--- src/hdl/assert_macros.svh ---
// ----------------------------------------------------------------------------
// Assertion macros
// Shared concurrent assertion forms for the MDIO frame master.
// ----------------------------------------------------------------------------
`ifndef ASSERT_MACROS_SVH
`define ASSERT_MACROS_SVH

// check that prop holds at every clock edge out of reset
`define ASSERT_CHK(lbl, clk, rst_n, prop, msg) \
	lbl: assert property (@(posedge clk) disable iff (!rst_n) prop) else $error(msg);

// check that cond never holds at a clock edge out of reset
`define ASSERT_NEVER(lbl, clk, rst_n, cond, msg) \
	lbl: assert property (@(posedge clk) disable iff (!rst_n) !(cond)) else $error(msg);

`endif

--- src/hdl/mdc22_pkg.sv ---
// ----------------------------------------------------------------------------
// MDIO Clause 22 package
// Types and constants shared by the frame master modules.
// ----------------------------------------------------------------------------
package mdc22_pkg;

	localparam int unsigned PRE_W = 7;
	localparam logic [PRE_W-1:0] PRE_MAX = 7'd64;
	localparam logic [PRE_W-1:0] WR_PRE_RST = 7'd32;
	localparam logic [PRE_W-1:0] RD_PRE_RST = 7'd64;

	localparam logic [5:0] WR_LAST_CLK = 6'd31;
	localparam logic [5:0] RD_LAST_CLK = 6'd32;
	localparam logic [5:0] RD_DRIVEN_CLKS = 6'd14;
	localparam logic [5:0] RD_SAMPLE_FIRST = 6'd16;
	localparam logic [5:0] RD_SAMPLE_LAST = 6'd31;
	localparam logic [PRE_W-1:0] POS_MAX = 7'd96;

	typedef enum logic [1:0] {
		OP_TICK  = 2'd0,
		OP_READ  = 2'd1,
		OP_WRITE = 2'd2,
		OP_RSVD  = 2'd3
	} op_t;

	typedef enum logic {
		REG_WR_PRE = 1'b0,
		REG_RD_PRE = 1'b1
	} cfg_idx_t;

	typedef struct packed {
		logic [1:0]  operation;
		logic [4:0]  phy_addr;
		logic [4:0]  reg_addr;
		logic [15:0] write_data;
		logic        mdio_in;
	} req_t;

	typedef struct packed {
		logic        mdc;
		logic        mdio_out;
		logic        mdio_drive;
		logic        busy_res;
		logic        read_valid;
		logic [15:0] read_data;
	} rsp_t;

	typedef struct packed {
		logic [PRE_W-1:0] wr_pre;
		logic [PRE_W-1:0] rd_pre;
	} cfg_t;

endpackage

--- src/hdl/mdc22_if.sv ---
// ----------------------------------------------------------------------------
// MDIO Clause 22 channel interfaces
// Valid/ready channels for request beats and result beats.
// ----------------------------------------------------------------------------
interface mdc22_req_if;
	logic            valid;
	logic            ready;
	mdc22_pkg::req_t data;

	modport source (output valid, output data, input ready);
	modport sink (input valid, input data, output ready);
endinterface

interface mdc22_rsp_if;
	logic            valid;
	logic            ready;
	mdc22_pkg::rsp_t data;

	modport source (output valid, output data, input ready);
	modport sink (input valid, input data, output ready);
endinterface

--- src/hdl/mdc22_cfg.sv ---
// ----------------------------------------------------------------------------
// MDIO Clause 22 configuration registers
// Preamble length registers, saturated to 64 on write.
// ----------------------------------------------------------------------------
`include "assert_macros.svh"

module mdc22_cfg (
	input  logic                              clk,
	input  logic                              arst_n,
	input  logic                              cfg_we,
	input  logic                              cfg_index,
	input  logic [mdc22_pkg::PRE_W-1:0]      cfg_wdata,
	output mdc22_pkg::cfg_t                   cfg
);

	logic [mdc22_pkg::PRE_W-1:0] wr_pre_q;
	logic [mdc22_pkg::PRE_W-1:0] rd_pre_q;
	logic [mdc22_pkg::PRE_W-1:0] wval;

	assign wval = (cfg_wdata > mdc22_pkg::PRE_MAX) ? mdc22_pkg::PRE_MAX : cfg_wdata;

	always_ff @(posedge clk or negedge arst_n) begin
		if (!arst_n) begin
			wr_pre_q <= mdc22_pkg::WR_PRE_RST;
			rd_pre_q <= mdc22_pkg::RD_PRE_RST;
		end else if (cfg_we) begin
			unique case (mdc22_pkg::cfg_idx_t'(cfg_index))
				mdc22_pkg::REG_WR_PRE: wr_pre_q <= wval;
				mdc22_pkg::REG_RD_PRE: rd_pre_q <= wval;
				default: ;
			endcase
		end
	end

	assign cfg.wr_pre = wr_pre_q;
	assign cfg.rd_pre = rd_pre_q;

	`ASSERT_NEVER(a_wr_pre_sat, clk, arst_n, wr_pre_q > mdc22_pkg::PRE_MAX, "write preamble above 64")
	`ASSERT_NEVER(a_rd_pre_sat, clk, arst_n, rd_pre_q > mdc22_pkg::PRE_MAX, "read preamble above 64")

endmodule

--- src/hdl/mdc22_core.sv ---
// ----------------------------------------------------------------------------
// MDIO Clause 22 frame core
// Input register, frame sequencing logic and result register.
// ----------------------------------------------------------------------------
`include "assert_macros.svh"

module mdc22_core (
	input  logic              clk,
	input  logic              arst_n,
	input  mdc22_pkg::cfg_t   cfg,
	mdc22_req_if.sink         req,
	mdc22_rsp_if.source       rsp
);

	// input stage
	logic            valid_s1;
	mdc22_pkg::req_t req_s1;
	logic            adv;

	// result stage
	logic            valid_s2;
	mdc22_pkg::rsp_t rsp_s2;

	// frame state
	logic        active_q;
	logic        is_read_q;
	logic [6:0]  pos_q;
	logic        half_q;
	logic [31:0] shift_q;
	logic [15:0] cap_q;

	// next values
	logic        start;
	logic        act;
	logic        is_rd;
	logic [6:0]  pos;
	logic        half;
	logic [31:0] shift;
	logic [6:0]  pre;
	logic [5:0]  last;
	logic        in_pre;
	logic [6:0]  kraw;
	logic        fin;
	logic [5:0]  kc;
	logic [4:0]  bidx;
	logic        capture;
	logic [15:0] cap_n;
	logic        active_n;
	logic [6:0]  pos_n;
	logic        half_n;
	mdc22_pkg::rsp_t res;

	assign adv = valid_s1 && (!valid_s2 || rsp.ready);
	assign req.ready = !valid_s1 || adv;

	always_ff @(posedge clk or negedge arst_n) begin
		if (!arst_n) begin
			valid_s1 <= 1'b0;
		end else if (req.ready) begin
			valid_s1 <= req.valid;
		end
	end

	always_ff @(posedge clk) begin
		if (req.valid && req.ready) begin
			req_s1 <= req.data;
		end
	end

	always_comb begin
		start = !active_q && (req_s1.operation == mdc22_pkg::OP_READ ||
			req_s1.operation == mdc22_pkg::OP_WRITE);
		act = active_q || start;
		is_rd = start ? (req_s1.operation == mdc22_pkg::OP_READ) : is_read_q;
		pos = start ? 7'd0 : pos_q;
		half = start ? 1'b0 : half_q;
		if (!start) begin
			shift = shift_q;
		end else if (is_rd) begin
			shift = {4'b0110, req_s1.phy_addr, req_s1.reg_addr, 18'd0};
		end else begin
			shift = {4'b0101, req_s1.phy_addr, req_s1.reg_addr, 2'b10, req_s1.write_data};
		end

		pre = is_rd ? cfg.rd_pre : cfg.wr_pre;
		last = is_rd ? mdc22_pkg::RD_LAST_CLK : mdc22_pkg::WR_LAST_CLK;
		in_pre = pos < pre;
		kraw = pos - pre;
		fin = !in_pre && (kraw >= {1'b0, last});
		kc = in_pre ? 6'd0 : (fin ? last : kraw[5:0]);
		bidx = 5'd31 - kc[4:0];

		res.mdc = 1'b1;
		res.mdio_out = 1'b0;
		res.mdio_drive = 1'b0;
		res.busy_res = 1'b0;
		res.read_valid = 1'b0;
		capture = 1'b0;
		active_n = active_q;
		pos_n = pos_q;
		half_n = half_q;

		if (act) begin
			res.busy_res = 1'b1;
			res.mdc = half;
			if (in_pre) begin
				res.mdio_drive = 1'b1;
				res.mdio_out = 1'b1;
			end else if (!is_rd || kc < mdc22_pkg::RD_DRIVEN_CLKS) begin
				res.mdio_drive = 1'b1;
				res.mdio_out = shift[bidx];
			end else begin
				capture = (kc >= mdc22_pkg::RD_SAMPLE_FIRST) &&
					(kc <= mdc22_pkg::RD_SAMPLE_LAST) && !half;
			end

			active_n = 1'b1;
			pos_n = pos;
			half_n = !half;
			if (half) begin
				if (fin) begin
					res.read_valid = is_rd;
					active_n = 1'b0;
					pos_n = 7'd0;
				end else begin
					pos_n = pos + 7'd1;
				end
			end
		end

		cap_n = capture ? {cap_q[14:0], req_s1.mdio_in} : cap_q;
		res.read_data = cap_n;
	end

	always_ff @(posedge clk or negedge arst_n) begin
		if (!arst_n) begin
			active_q <= 1'b0;
			is_read_q <= 1'b0;
			pos_q <= 7'd0;
			half_q <= 1'b0;
			shift_q <= 32'd0;
			cap_q <= 16'd0;
		end else if (adv) begin
			active_q <= active_n;
			is_read_q <= is_rd;
			pos_q <= pos_n;
			half_q <= half_n;
			shift_q <= shift;
			cap_q <= cap_n;
		end
	end

	always_ff @(posedge clk or negedge arst_n) begin
		if (!arst_n) begin
			valid_s2 <= 1'b0;
		end else if (adv) begin
			valid_s2 <= 1'b1;
		end else if (rsp.ready) begin
			valid_s2 <= 1'b0;
		end
	end

	always_ff @(posedge clk) begin
		if (adv) begin
			rsp_s2 <= res;
		end
	end

	assign rsp.valid = valid_s2;
	assign rsp.data = rsp_s2;

	`ASSERT_CHK(a_rdv_busy, clk, arst_n, valid_s2 && rsp_s2.read_valid |-> rsp_s2.busy_res, "read_valid outside a frame")
	`ASSERT_CHK(a_idle_clear, clk, arst_n, !active_q |-> (pos_q == 7'd0) && !half_q, "idle with stale position")
	`ASSERT_NEVER(a_pos_bound, clk, arst_n, pos_q > mdc22_pkg::POS_MAX, "clock index past frame end")
	`ASSERT_CHK(a_s1_hold, clk, arst_n, valid_s1 && !adv |=> valid_s1, "input stage dropped a beat")
	`ASSERT_CHK(a_rdv_end, clk, arst_n, adv && res.read_valid |=> !active_q, "frame still active after read_valid")

endmodule

--- src/hdl/mdio_clause22_frame_master.sv ---
// ----------------------------------------------------------------------------
// MDIO Clause 22 frame master
// Top level: configuration registers and frame core.
// ----------------------------------------------------------------------------
// Every request beat is one MDC half period and yields exactly one result beat
// with the MDC level, the MDIO drive and level, busy, read_valid and the
// capture register. A beat is accepted every cycle while results are taken;
// each beat passes through the input register and then the result register,
// with the frame state updated in the single pass between them.
// Preamble lengths are written through cfg_we/cfg_index/cfg_wdata (index 0
// write preamble, index 1 read preamble) and saturate at 64.
module mdio_clause22_frame_master (
	input  logic                          clk,
	input  logic                          arst_n,
	input  logic                          cfg_we,
	input  logic                          cfg_index,
	input  logic [mdc22_pkg::PRE_W-1:0]  cfg_wdata,
	mdc22_req_if.sink                     req,
	mdc22_rsp_if.source                   rsp
);

	mdc22_pkg::cfg_t cfg;

	mdc22_cfg u_cfg (
		.clk       (clk),
		.arst_n    (arst_n),
		.cfg_we    (cfg_we),
		.cfg_index (cfg_index),
		.cfg_wdata (cfg_wdata),
		.cfg       (cfg)
	);

	mdc22_core u_core (
		.clk    (clk),
		.arst_n (arst_n),
		.cfg    (cfg),
		.req    (req),
		.rsp    (rsp)
	);

endmodule

--- src/flat_wrapper.sv ---
// flat-port wrapper written by rule: the top's interface ports become plain ports
module mdio_clause22_frame_master_flat 
  (clk, arst_n, cfg_we, cfg_index, cfg_wdata, req_valid, req_data, req_ready, rsp_valid, rsp_data, rsp_ready);
  mdc22_req_if req_i ();
  mdc22_rsp_if rsp_i ();
  input  logic clk;
  input  logic arst_n;
  input  logic cfg_we;
  input  logic cfg_index;
  input  logic [mdc22_pkg::PRE_W-1:0] cfg_wdata;
  input wire logic [$bits(req_i.valid)-1:0] req_valid;
  input wire logic [$bits(req_i.data)-1:0] req_data;
  output wire logic [$bits(req_i.ready)-1:0] req_ready;
  output wire logic [$bits(rsp_i.valid)-1:0] rsp_valid;
  output wire logic [$bits(rsp_i.data)-1:0] rsp_data;
  input wire logic [$bits(rsp_i.ready)-1:0] rsp_ready;
  assign req_i.valid = req_valid;
  assign req_i.data = req_data;
  assign req_ready = req_i.ready;
  assign rsp_valid = rsp_i.valid;
  assign rsp_data = rsp_i.data;
  assign rsp_i.ready = rsp_ready;
  mdio_clause22_frame_master u_core (.clk(clk), .arst_n(arst_n), .cfg_we(cfg_we), .cfg_index(cfg_index), .cfg_wdata(cfg_wdata), .req(req_i), .rsp(rsp_i));
endmodule
--- config.mk ---
export PLATFORM = sky130hd
export DESIGN_NAME = mdio_clause22_frame_master_flat
export DESIGN_NICKNAME = d
export VERILOG_FILES = /design/src/hdl/mdc22_pkg.sv /design/src/hdl/mdc22_if.sv /design/src/hdl/mdc22_cfg.sv /design/src/hdl/mdc22_core.sv /design/src/hdl/mdio_clause22_frame_master.sv /design/src/flat_wrapper.sv
export VERILOG_INCLUDE_DIRS = /design/src /design/src/hdl
export SDC_FILE = /design/constraint.sdc
export NUM_CORES = 1
export LEC_CHECK = 0
export BUFFER_PORTS_ARGS = -buffer_cell sky130_fd_sc_hd__clkbuf_2
export CAP_MARGIN = 20
export CORE_UTILIZATION = 45
export CTS_BUF_LIST = sky130_fd_sc_hd__clkbuf_8
export DETAILED_ROUTE_END_ITERATION = 6
export HOLD_SLACK_MARGIN = 0.05
export SLEW_MARGIN = 20
export SYNTH_ARGS = -nofsm -noshare
export SYNTH_HDL_FRONTEND = slang
export SYNTH_SLANG_ARGS = --single-unit
--- constraint.sdc ---
create_clock -name clk -period 8.92 [get_ports clk]
set_clock_uncertainty 0.15 [all_clocks]
set_input_delay 1.338 -clock clk [delete_from_list [all_inputs] [get_ports clk]]
set_output_delay 1.338 -clock clk [all_outputs]
set_load 0.02 [all_outputs]
==> impl_results.md, run 1 <==
- Top cells by area, synth: dfrtp_1, edfxtp_1, mux2_2
- Internal: 1.29 mW
- Top cell type's share of synthesized area: 30.0%
- Leakage power: 3.03 nW
- Crit path kind: flip-flop to flip-flop
- Final Hold Fails: 0
- Least-Margin Pin Slew: 1.02 ns
- Grt total ovfl: 0
- Synthesis-to-finish area growth: 15.2%
- Setup repair bufs after CTS: 0
- Worst hold path class: flip-flop to flip-flop
- Max-slew violations: 0
- Status: finished, final reports clean
- Avg Inst Size Synth: 11.8 sq um
- Post-DR vias/cell: 5.22
- Final Cell Area: 0.00692 sq mm
- Total GRT Usage: 18.0%
- # resized after CTS: 0
- CTS Buf Count: 17
- Clock Power Share: 26.6%
- Die area: 0.0138 sq mm
- Synth Instances: 511
- Total number of vias: 3,985
- Final GP Congestion: 0.816
- Gate power share: 35.3%
- Yosys top cell by area: dfrtp_1
- Crit path max fanout: 39
- # diodes: 0
- VDD IR max: 174 uV
- Die W: 118 microns
- # clock sinks: 124
- Post-Synthesis Net Count: 569
- Pre-antenna DRT Iters: 4
- I/O Buffers: 64
- Power, Total: 1.97 mW
- Share of cells above drive strength 1: 27.7%
- Post-place instance area: 0.00649 sq mm
- WP data arrival: 6.49 ns
- Wirelength per Cell: 14.9 microns
- Register area share after synthesis: 55.8%
- PD cells: 285 mW/mm^2
- Cell variety after synth: 59
- Register bit total from synthesis: 124
- Sequential group share of total power: 38.2%
- Post-cts hold buffer count: 0
- Yosys Warn Count: 0
- Max cap viols: 0
- Final nets: 636
- Highest Clock Rate: 155 MHz
- Clk_lat worst skew: 0.45 ns
- CP required: 8.95 ns
- Setup crit end kind: flip-flop
- Largest net degree at the start of global routing: 75
- Async SR Flop Fraction: 59.7%
- Drt total wl: 11,400 microns
- Flop2flop setup slack: 2.46 ns
- Post-DP HPWL: 7770 microns
- Die H: 118 microns
- Core Area: 0.0128 sq mm
- Max H-tree Level: 4
- Rel. slew slack: 32.1%
- CTS tree: built
- Root Buffer: clkbuf_8
- Vias in the first global route: 4,007
- Initial antenna violation count: 0
- Synthesized area: 0.00601 sq mm
- First-pass GRT wire length: 19,400 microns
- TNS Setup: 0 ns
- RSZ-0062 raised after global routing: no
- Clock Path Buffers: 2
- Top_reg_cell synth: dfrtp_1
- Rows: 41
- DRC violations left: 0
- Switching Fraction: 34.4%
- Number of flops mapped to enable cells by yosys: 50
- Final Cycle Share: 72.5%
- Initial Util: 46.9%
- Net Switching: 0.678 mW
- Startpoint types: flip-flop
- Starting DRT DRC Count: 271
- Setup violators final: 0
- Clock transition at path regs: 0.06 ns
- IO Count: 65
- Crit path time final: 6.46 ns
- Antenna Nets Post-Route: 0
[path summary, 6_finish.rpt]
check	to	startpoint	depth (start not counted)
max in group asynchronous	u_core.u_core.pos_q[3]$_DFFE_PN0P_	arst_n	2
setup / recovery	u_core.u_core.rsp.data[19]$_SDFFCE_PN0P_	u_core.u_core.req_s1[27]$_DFFE_PP_	20
setup reg to reg	u_core.u_core.rsp.data[19]$_SDFFCE_PN0P_	u_core.u_core.req_s1[27]$_DFFE_PP_	20
hold / removal	u_core.u_core.shift_q[11]$_DFFE_PN0P_	u_core.u_core.shift_q[11]$_DFFE_PN0P_	2
min in group asynchronous	u_core.u_core.cap_q[7]$_DFFE_PN0P_	arst_n	2
hold reg to reg	u_core.u_core.shift_q[11]$_DFFE_PN0P_	u_core.u_core.shift_q[11]$_DFFE_PN0P_	2
[layout by cell type (no fill, tap or decap), types with 3 or more instances in the layout]
cell type	count
o21ai_0	49
nor2_1	22
o21ai_1	4
o21a_1	4
mux2i_1	14
nand3_1	7
clkinv_2	3
and2_1	10
a211oi_2	4
bufinv_16	4
nand2_1	67
nor3_1	7
o211ai_1	4
mux2_2	45
nand2b_1	32
edfxtp_1	50
ha_1	15
mux4_2	5
a21oi_1	19
dfrtp_1	72
clkbuf_8	18
buf_4	7
inv_1	7
clkinvlp_4	3
nor3b_1	3
clkbuf_2	63
[sequential cells by signal, summed over array words and instances, names as in the netlist, 7 cells and up]
signal / cells
u_core.u_cfg.rd_pre_q: 7
u_core.u_cfg.wr_pre_q: 7
u_core.u_core.cap_q: 16
u_core.u_core.pos_q: 7
u_core.u_core.req_s1: 29
u_core.u_core.rsp.data: 21
u_core.u_core.shift_q: 32
[cells by family (layout without fill, tap and decap cells)]
group                    count (synthesis)  after routing  share of synthesized area (%)
AND/OR/NAND/NOR                        169            169                           14.2
flip-flops                             124            124                           55.8
AO/OA/AOI/OAI                          105            105                           11.0
multiplexers                            65             65                           12.9
buffers and inverters                   29            109                           2.21
adder cells (fa/ha/maj)                 16             16                           3.46
XOR/XNOR                                 3              3                          0.437
[synthesized netlist by cell type, drive strengths merged, types with 6 or more instances]
master  instances
dfrtp          72
clkbuf         17
o21ai          53
edfxtp         50
nand2          67
nor3            7
nand3           7
mux2i          14
mux2           46
buf             7
a21oi          20
nor2           22
a211oi          6
nand2b         32
and2           11
ha             15
[power groups by stage]
stage          combinational, mW  clock [mW]  sequential (mW)
4_1_cts                    0.697       0.541            0.752
3_3_place_gp               0.674           0            0.760
2_1_floorplan              0.534           0            0.762
6_report                   0.695       0.524            0.752
5_1_grt                    0.776       0.567            0.766
3_5_place_dp               0.694           0            0.763
[worst max-delay path, cell delays in order, from the launching register on]
cell	delay [ns]
edfxtp_1	0.37
ha_1	0.32
or2_1	0.10
buf_4	0.37
mux2i_1	0.24
buf_4	0.27
mux2_2	0.37
ha_1	0.18
inv_1	0.07
fa_1	0.22
xor2_1	0.46
ha_1	0.36
a211oi_1	0.22
o21ai_0	0.18
a211o_1	0.33
nor4_1	0.32
or2_1	0.69
mux4_2	0.41
a22o_1	0.25
a211oi_2	0.21
o32ai_2	0.11
[layout make-up]
type | instances | area [sq um]
Tap cell | 172 | 215
Timing Repair Buffer | 72 | 384
Multi-Input combinational cell | 358 | 2520
Clock inverter | 14 | 178
Clock buffer | 18 | 248
Fill cell | 1152 | 5900
Inverter | 5 | 18.8
Sequential cell | 124 | 3360
[metrics by stage]
step / cells / setup slack, ns / util (%) / hold WS [ns]
3_3_place_gp: 730 / 2.66 / 50.6 / 0.308
4_1_cts: 762 / 2.45 / 53.9 / 0.331
3_5_place_dp: 730 / 2.46 / 50.6 / 0.315
6_report: 763 / 2.46 / 54.0 / 0.327
2_1_floorplan: 511 / 3.56 / - / 0.286
5_1_grt: 763 / 1.98 / 54.0 / 0.348
[layer usage]
metal / GRT usage, % / routed length [microns] / vias to the layer above
li1: - / - / 1985
met1: 22.7 / 5270 / 1901
met2: 28.1 / 5400 / 85
met3: 5.38 / 480 / 14
met4: 8.81 / 218 / 0
met5: 0 / 0 / -
Note: power is estimated with default switching activity, not from simulation.
==> run 2: changes to the inputs <==
--- a/config.mk
+++ b/config.mk
@@ -12,6 +12,7 @@
 export CTS_BUF_LIST = sky130_fd_sc_hd__clkbuf_8
 export DETAILED_ROUTE_END_ITERATION = 6
 export HOLD_SLACK_MARGIN = 0.05
+export PLACE_DENSITY = 0.66
 export SLEW_MARGIN = 20
 export SYNTH_ARGS = -nofsm -noshare
 export SYNTH_HDL_FRONTEND = slang
==> constraint.sdc (replaced) <==
create_clock -name clk -period 5.3 [get_ports clk]
set_clock_uncertainty 0.15 [all_clocks]
set_input_delay 0.795 -clock clk [delete_from_list [all_inputs] [get_ports clk]]
set_output_delay 0.795 -clock clk [all_outputs]
set_load 0.02 [all_outputs]
==> impl_results.md, run 2 (same netlist as run 1, synthesis figures left out) <==
- # clock sinks: 124
- Die W: 118 microns
- Clock Power Share: 23.8%
- Highest Clock Rate: 192 MHz
- # diodes: 0
- Net Switching: 1.22 mW
- Internal: 2.33 mW
- Final Cycle Share: 98.4%
- Post-DP HPWL: 8160 microns
- Final core occ: 56.5%
- Power, Total: 3.55 mW
- Die area: 0.0138 sq mm
- Sequential group share of total power: 35.6%
- Core Area: 0.0128 sq mm
- Most common cell after layout, fill and taps aside: dfrtp_1
- First-pass GRT wire length: 19,700 microns
- Post-DR vias/cell: 5.20
- Leakage power: 3.18 nW
- Status: finished, final reports clean
- Starting DRT DRC Count: 317
- CTS tree: built
- Worst hold path class: input port to async pin
- Final Cell Area: 0.00724 sq mm
- Switching Fraction: 34.4%
- Drt total wl: 11,700 microns
- Setup violators final: 0
- Grt total ovfl: 0
- CTS Buf Count: 17
- Vias in the first global route: 4,153
- Clock Path Buffers: 2
- PD cells: 490 mW/mm^2
- Die H: 118 microns
- Total number of vias: 4,112
- Clk_lat worst skew: 0.46 ns
- WP data arrival: 5.34 ns
- Startpoint types: flip-flop
- VDD IR max: 205 uV
- I/O Buffers: 64
- Crit path max fanout: 7
- Largest reg by FF count: u_core.u_core.shift_q
- Rel. slew slack: 48.3%
- Crit path time final: 5.21 ns
- Final GP Congestion: 0.829
- IO Count: 65
- CP required: 5.42 ns
- DRC violations left: 0
- Crit path kind: flip-flop to flip-flop
- Rows: 41
- Post-cts hold buffer count: 0
- Final nets: 664
- Max-slew violations: 0
- Largest net degree at the start of global routing: 46
- Max H-tree Level: 4
- Most frequent cells in the layout: dfrtp_1, nand2_1, clkbuf_2
- Least-Margin Pin Slew: 0.775 ns
- Final Hold Fails: 0
- RSZ-0062 raised after global routing: yes
- Setup crit end kind: flip-flop
- Wirelength per Cell: 14.8 microns
- Root Buffer: clkbuf_8
- Final worst setup slack: 0.0874 ns
- Post-place instance area: 0.00664 sq mm
- R2R depth: 22
- Pre-antenna DRT Iters: 4
- Share of cells above drive strength 1: 34.1%
- Initial Util: 46.9%
- Pre-CTS WS: -0.0648 ns
- Max FFs per register: 32
- Synthesis-to-finish area growth: 20.5%
- Gate power share: 40.6%
- Initial antenna violation count: 0
- Max cap viols: 0
- Clock transition at path regs: 0.08 ns
- Total GRT Usage: 18.1%
- Antenna Nets Post-Route: 0
==> run 2: cell count changes in the layout (fill, tap and decap cells not counted), sizes merged <==
cell / before / now
buf: 9 / 37
bufinv: 4 / 3
clkbuf: 81 / 82
clkinv: 5 / 6
inv: 7 / 6
==> run 2: metrics by stage <==
step | hold WS, ns | setup TNS, ns | instances
2_1_floorplan | 0.286 | 0 | 511
3_3_place_gp | 0.307 | 0 | 748
3_5_place_dp | 0.308 | -0.0648 | 748
4_1_cts | 0.270 | 0 | 780
5_1_grt | 0.306 | -0.124 | 791
6_report | 0.256 | 0 | 791
==> run 2: power by group through the flow <==
stage | Sequential, mW | Clock (mW) | Combinational, mW
after floorplan | 1.28 | 0 | 0.906
after global placement | 1.27 | 0 | 1.26
after detailed placement | 1.28 | 0 | 1.28
after CTS | 1.26 | 0.870 | 1.29
after global routing | 1.28 | 0.913 | 1.58
final | 1.26 | 0.846 | 1.44
==> run 2: per-layer routing <==
layer | vias up | global-route usage (%) | share of wire, %
met5 | - | 0 | 0
met4 | 0 | 8.01 | 2.3
met3 | 25 | 5.38 | 4.1
met2 | 80 | 29.4 | 49
met1 | 1965 | 22.3 | 44
li1 | 2042 | - | -
==> run 2: path summary, 6_finish.rpt <==
| kind | endpoint | slack (ns) | startpoint |
|---|---|---|---|
| max | u_core.u_core.rsp.data[19]$_SDFFCE_PN0P_ | 0.09 | u_core.u_core.req_s1[28]$_DFFE_PP_ |
| min | u_core.u_cfg.wr_pre_q[4]$_DFFE_PN0P_ | 0.26 | arst_n |
| max reg2reg | u_core.u_core.rsp.data[19]$_SDFFCE_PN0P_ | 0.09 | u_core.u_core.req_s1[28]$_DFFE_PP_ |
| min reg2reg | u_core.u_core.shift_q[30]$_DFFE_PN0P_ | 0.32 | u_core.u_core.shift_q[30]$_DFFE_PN0P_ |
| max in group asynchronous | u_core.u_cfg.rd_pre_q[6]$_DFFE_PN1P_ | 3.71 | arst_n |
| min in group clk | u_core.u_core.shift_q[30]$_DFFE_PN0P_ | 0.32 | u_core.u_core.shift_q[30]$_DFFE_PN0P_ |
==> run 2: critical path, stage by stage, from the launching register on <==
cell and delay (ns):
edfxtp_1 0.38, inv_2 0.08, ha_4 0.20, or2_4 0.25
mux2i_1 0.12, buf_4 0.17, buf_6 0.13, mux2i_4 0.19
buf_4 0.14, fa_2 0.35, a211oi_2 0.29, nor2_1 0.08
xor2_1 0.19, ha_2 0.30, o211a_1 0.13, a211o_1 0.36
nor4_4 0.31, or2_4 0.22, buf_6 0.12, mux2i_1 0.19
nor2_1 0.07, or4_4 0.51, o32ai_2 0.11
==> run 2: area by class of cell <==
class / instances / area, sq um
Clock inverter: 13 / 149
Sequential cell: 124 / 3360
Tap cell: 172 / 215
Multi-Input combinational cell: 358 / 2640
Timing Repair Buffer: 100 / 602
Inverter: 5 / 18.8
Clock buffer: 19 / 262
Fill cell: 1104 / 5580
==> run 2: repair_timing <==
| action | CTS | global route |
|---|---|---|
| pin swaps | 0 | 17 |
| setup endpoints to repair | 1 | 17 |
| buffers inserted | 0 | 11 |
| cloned | 0 | 0 |
| gates resized for setup | 1 | 24 |
==> run 3: changes to the inputs <==
--- a/config.mk
+++ b/config.mk
@@ -13,6 +13,7 @@
 export DETAILED_ROUTE_END_ITERATION = 6
 export HOLD_SLACK_MARGIN = 0.05
 export PLACE_DENSITY = 0.66
+export REMOVE_ABC_BUFFERS = 1
 export SLEW_MARGIN = 20
 export SYNTH_ARGS = -nofsm -noshare
 export SYNTH_HDL_FRONTEND = slang
==> impl_results.md, run 3 (same netlist as run 1, synthesis figures left out) <==
- Status: finished, final reports clean
- Startpoint types: flip-flop
- Max FFs per register: 32
- I/O Buffers: 64
- DRC violations left: 0
- Pre-antenna DRT Iters: 5
- # clock sinks: 124
- Post-DR vias/cell: 5.21
- Highest Clock Rate: 191 MHz
- Root Buffer: clkbuf_8
- R2R depth: 22
- Rel. slew slack: 34.2%
- Final worst setup slack: 0.0640 ns
- Final GP Congestion: 0.876
- WP data arrival: 5.27 ns
- Sequential group share of total power: 35.3%
- Wirelength per Cell: 14.7 microns
- Total GRT Usage: 18.0%
- Leakage power: 3.20 nW
- Antenna Nets Post-Route: 0
- RSZ-0062 raised after global routing: yes
- CP required: 5.33 ns
- Final Hold Fails: 0
- # diodes: 0
- Most common cell after layout, fill and taps aside: dfrtp_1
- Net Switching: 1.21 mW
- Clk_lat worst skew: 0.44 ns
- Internal: 2.36 mW
- Least-Margin Pin Slew: 0.984 ns
- PD cells: 494 mW/mm^2
- Flop2flop setup slack: 0.06 ns
- Clock Power Share: 25.2%
- Initial antenna violation count: 0
- Grt total ovfl: 0
- Vias in the first global route: 4,054
- Core Area: 0.0128 sq mm
- Pre-CTS WS: -0.0747 ns
- Die area: 0.0138 sq mm
- R2r startpoint: u_core.u_core.req_s1[27]$_DFFE_PP_
- IO Count: 65
- Largest reg by FF count: u_core.u_core.shift_q
- Setup crit end kind: flip-flop
- Rows: 41
- Crit path time final: 5.24 ns
- Max-slew violations: 0
- Final nets: 664
- Most frequent cells in the layout: dfrtp_1, nand2_1, clkbuf_2
- Share of cells above drive strength 1: 32.5%
- Die H: 118 microns
- Gate power share: 39.5%
- Starting DRT DRC Count: 250
- Crit path kind: flip-flop to flip-flop
- Final core occ: 56.4%
- First-pass GRT wire length: 19,500 microns
- Total number of vias: 4,123
- Final Cycle Share: 98.8%
- Clock transition at path regs: 0.08 ns
- Setup violators final: 0
- Worst hold path class: input port to async pin
- Fillcell total: 1,124
- CTS tree: built
- Post-DP HPWL: 8040 microns
- Final Cell Area: 0.00724 sq mm
- Max cap viols: 0
- Initial Util: 46.9%
- Switching Fraction: 33.9%
- Drt total wl: 11,600 microns
- VDD IR max: 343 uV
- Largest net degree at the start of global routing: 50
- Clock Path Buffers: 2
- CTS Buf Count: 17
- Max H-tree Level: 4
- Synthesis-to-finish area growth: 20.4%
- Crit path max fanout: 7
- Post-place instance area: 0.00664 sq mm
- Worst reg2reg endpoint: u_core.u_core.rsp.data[19]$_SDFFCE_PN0P_
- Die W: 118 microns
-- run 3: final cells by class --
type | count | area (sq um) | share of cell area, %
Timing Repair Buffer | 100 | 637 | 8.80
Inverter | 5 | 18.8 | 0.259
Sequential cell | 124 | 3360 | 46.4
Clock buffer | 19 | 262 | 3.61
Multi-Input combinational cell | 358 | 2570 | 35.6
Clock inverter | 13 | 174 | 2.40
Tap cell | 172 | 215 | 2.97
-- run 3: routing by layer --
layer	track usage [%]	up-vias	routed length (microns)
li1	-	2045	-
met1	23.5	1992	5410
met3	5.18	13	349
met2	28.1	73	5670
met5	0	-	0
met4	7.77	0	189
-- run 3: repair_timing --
action / 4_1_cts / 5_1_grt
gates cloned: 0 / 1
hold buffers: 0 / 0
endpoints found under the setup margin: 1 / 33
buffers inserted: 2 / 7
gates resized for setup: 0 / 12
pin swaps: 1 / 13
-- run 3: stage by stage --
stage                     TNS (ns)  hold slack, ns  instances  power [mW]
after floorplan             -40.60           0.286        487        2.15
after global placement           0           0.308        749        2.52
after detailed placement   -0.0747           0.316        749        2.56
after CTS                        0           0.211        783        3.48
after global routing        -0.474           0.230        791        3.81
final                            0           0.221        791        3.57
-- run 3: power groups by stage --
| stage | clock (mW) | sequential (mW) | combinational [mW] |
|---|---|---|---|
| finish | 0.899 | 1.26 | 1.41 |
| global route | 0.968 | 1.28 | 1.56 |
| CTS | 0.928 | 1.26 | 1.29 |
| detailed placement | 0 | 1.28 | 1.28 |
| global placement | 0 | 1.27 | 1.25 |
| floorplan | 0 | 1.28 | 0.863 |
-- run 3: worst max path at each step --
stage                                  startpoint                                       end  slack (ns)  cells past startpoint
2_1_floorplan  u_core.u_core.req_s1[27]$_DFFE_PP_  u_core.u_core.rsp.data[19]$_SDFFCE_PN0P_       -1.41                     18
3_3_place_gp   u_core.u_core.req_s1[27]$_DFFE_PP_  u_core.u_core.rsp.data[19]$_SDFFCE_PN0P_        0.07                     22
3_5_place_dp   u_core.u_core.req_s1[27]$_DFFE_PP_  u_core.u_core.rsp.data[19]$_SDFFCE_PN0P_       -0.07                     22
4_1_cts        u_core.u_core.req_s1[27]$_DFFE_PP_  u_core.u_core.rsp.data[19]$_SDFFCE_PN0P_       0.002                     22
5_1_grt        u_core.u_core.req_s1[28]$_DFFE_PP_  u_core.u_core.rsp.data[19]$_SDFFCE_PN0P_       -0.23                     22
6_report       u_core.u_core.req_s1[27]$_DFFE_PP_  u_core.u_core.rsp.data[19]$_SDFFCE_PN0P_        0.06                     22
-- run 3: worst max-delay path, stage by stage (launching register included) --
cell and delay [ns]:
edfxtp_1 0.37, ha_1 0.30, or2_1 0.24, mux2i_1 0.12, buf_4 0.17, mux2_2 0.23
ha_1 0.16, inv_1 0.06, fa_2 0.37, a211oi_4 0.30, nor2_2 0.08, xor2_1 0.23
ha_1 0.27, o211a_1 0.13, a211o_1 0.33, nor4_2 0.30, or2_1 0.21, buf_4 0.14
buf_4 0.12, mux4_2 0.33, nand2_1 0.07, and4b_1 0.21, o32ai_2 0.10
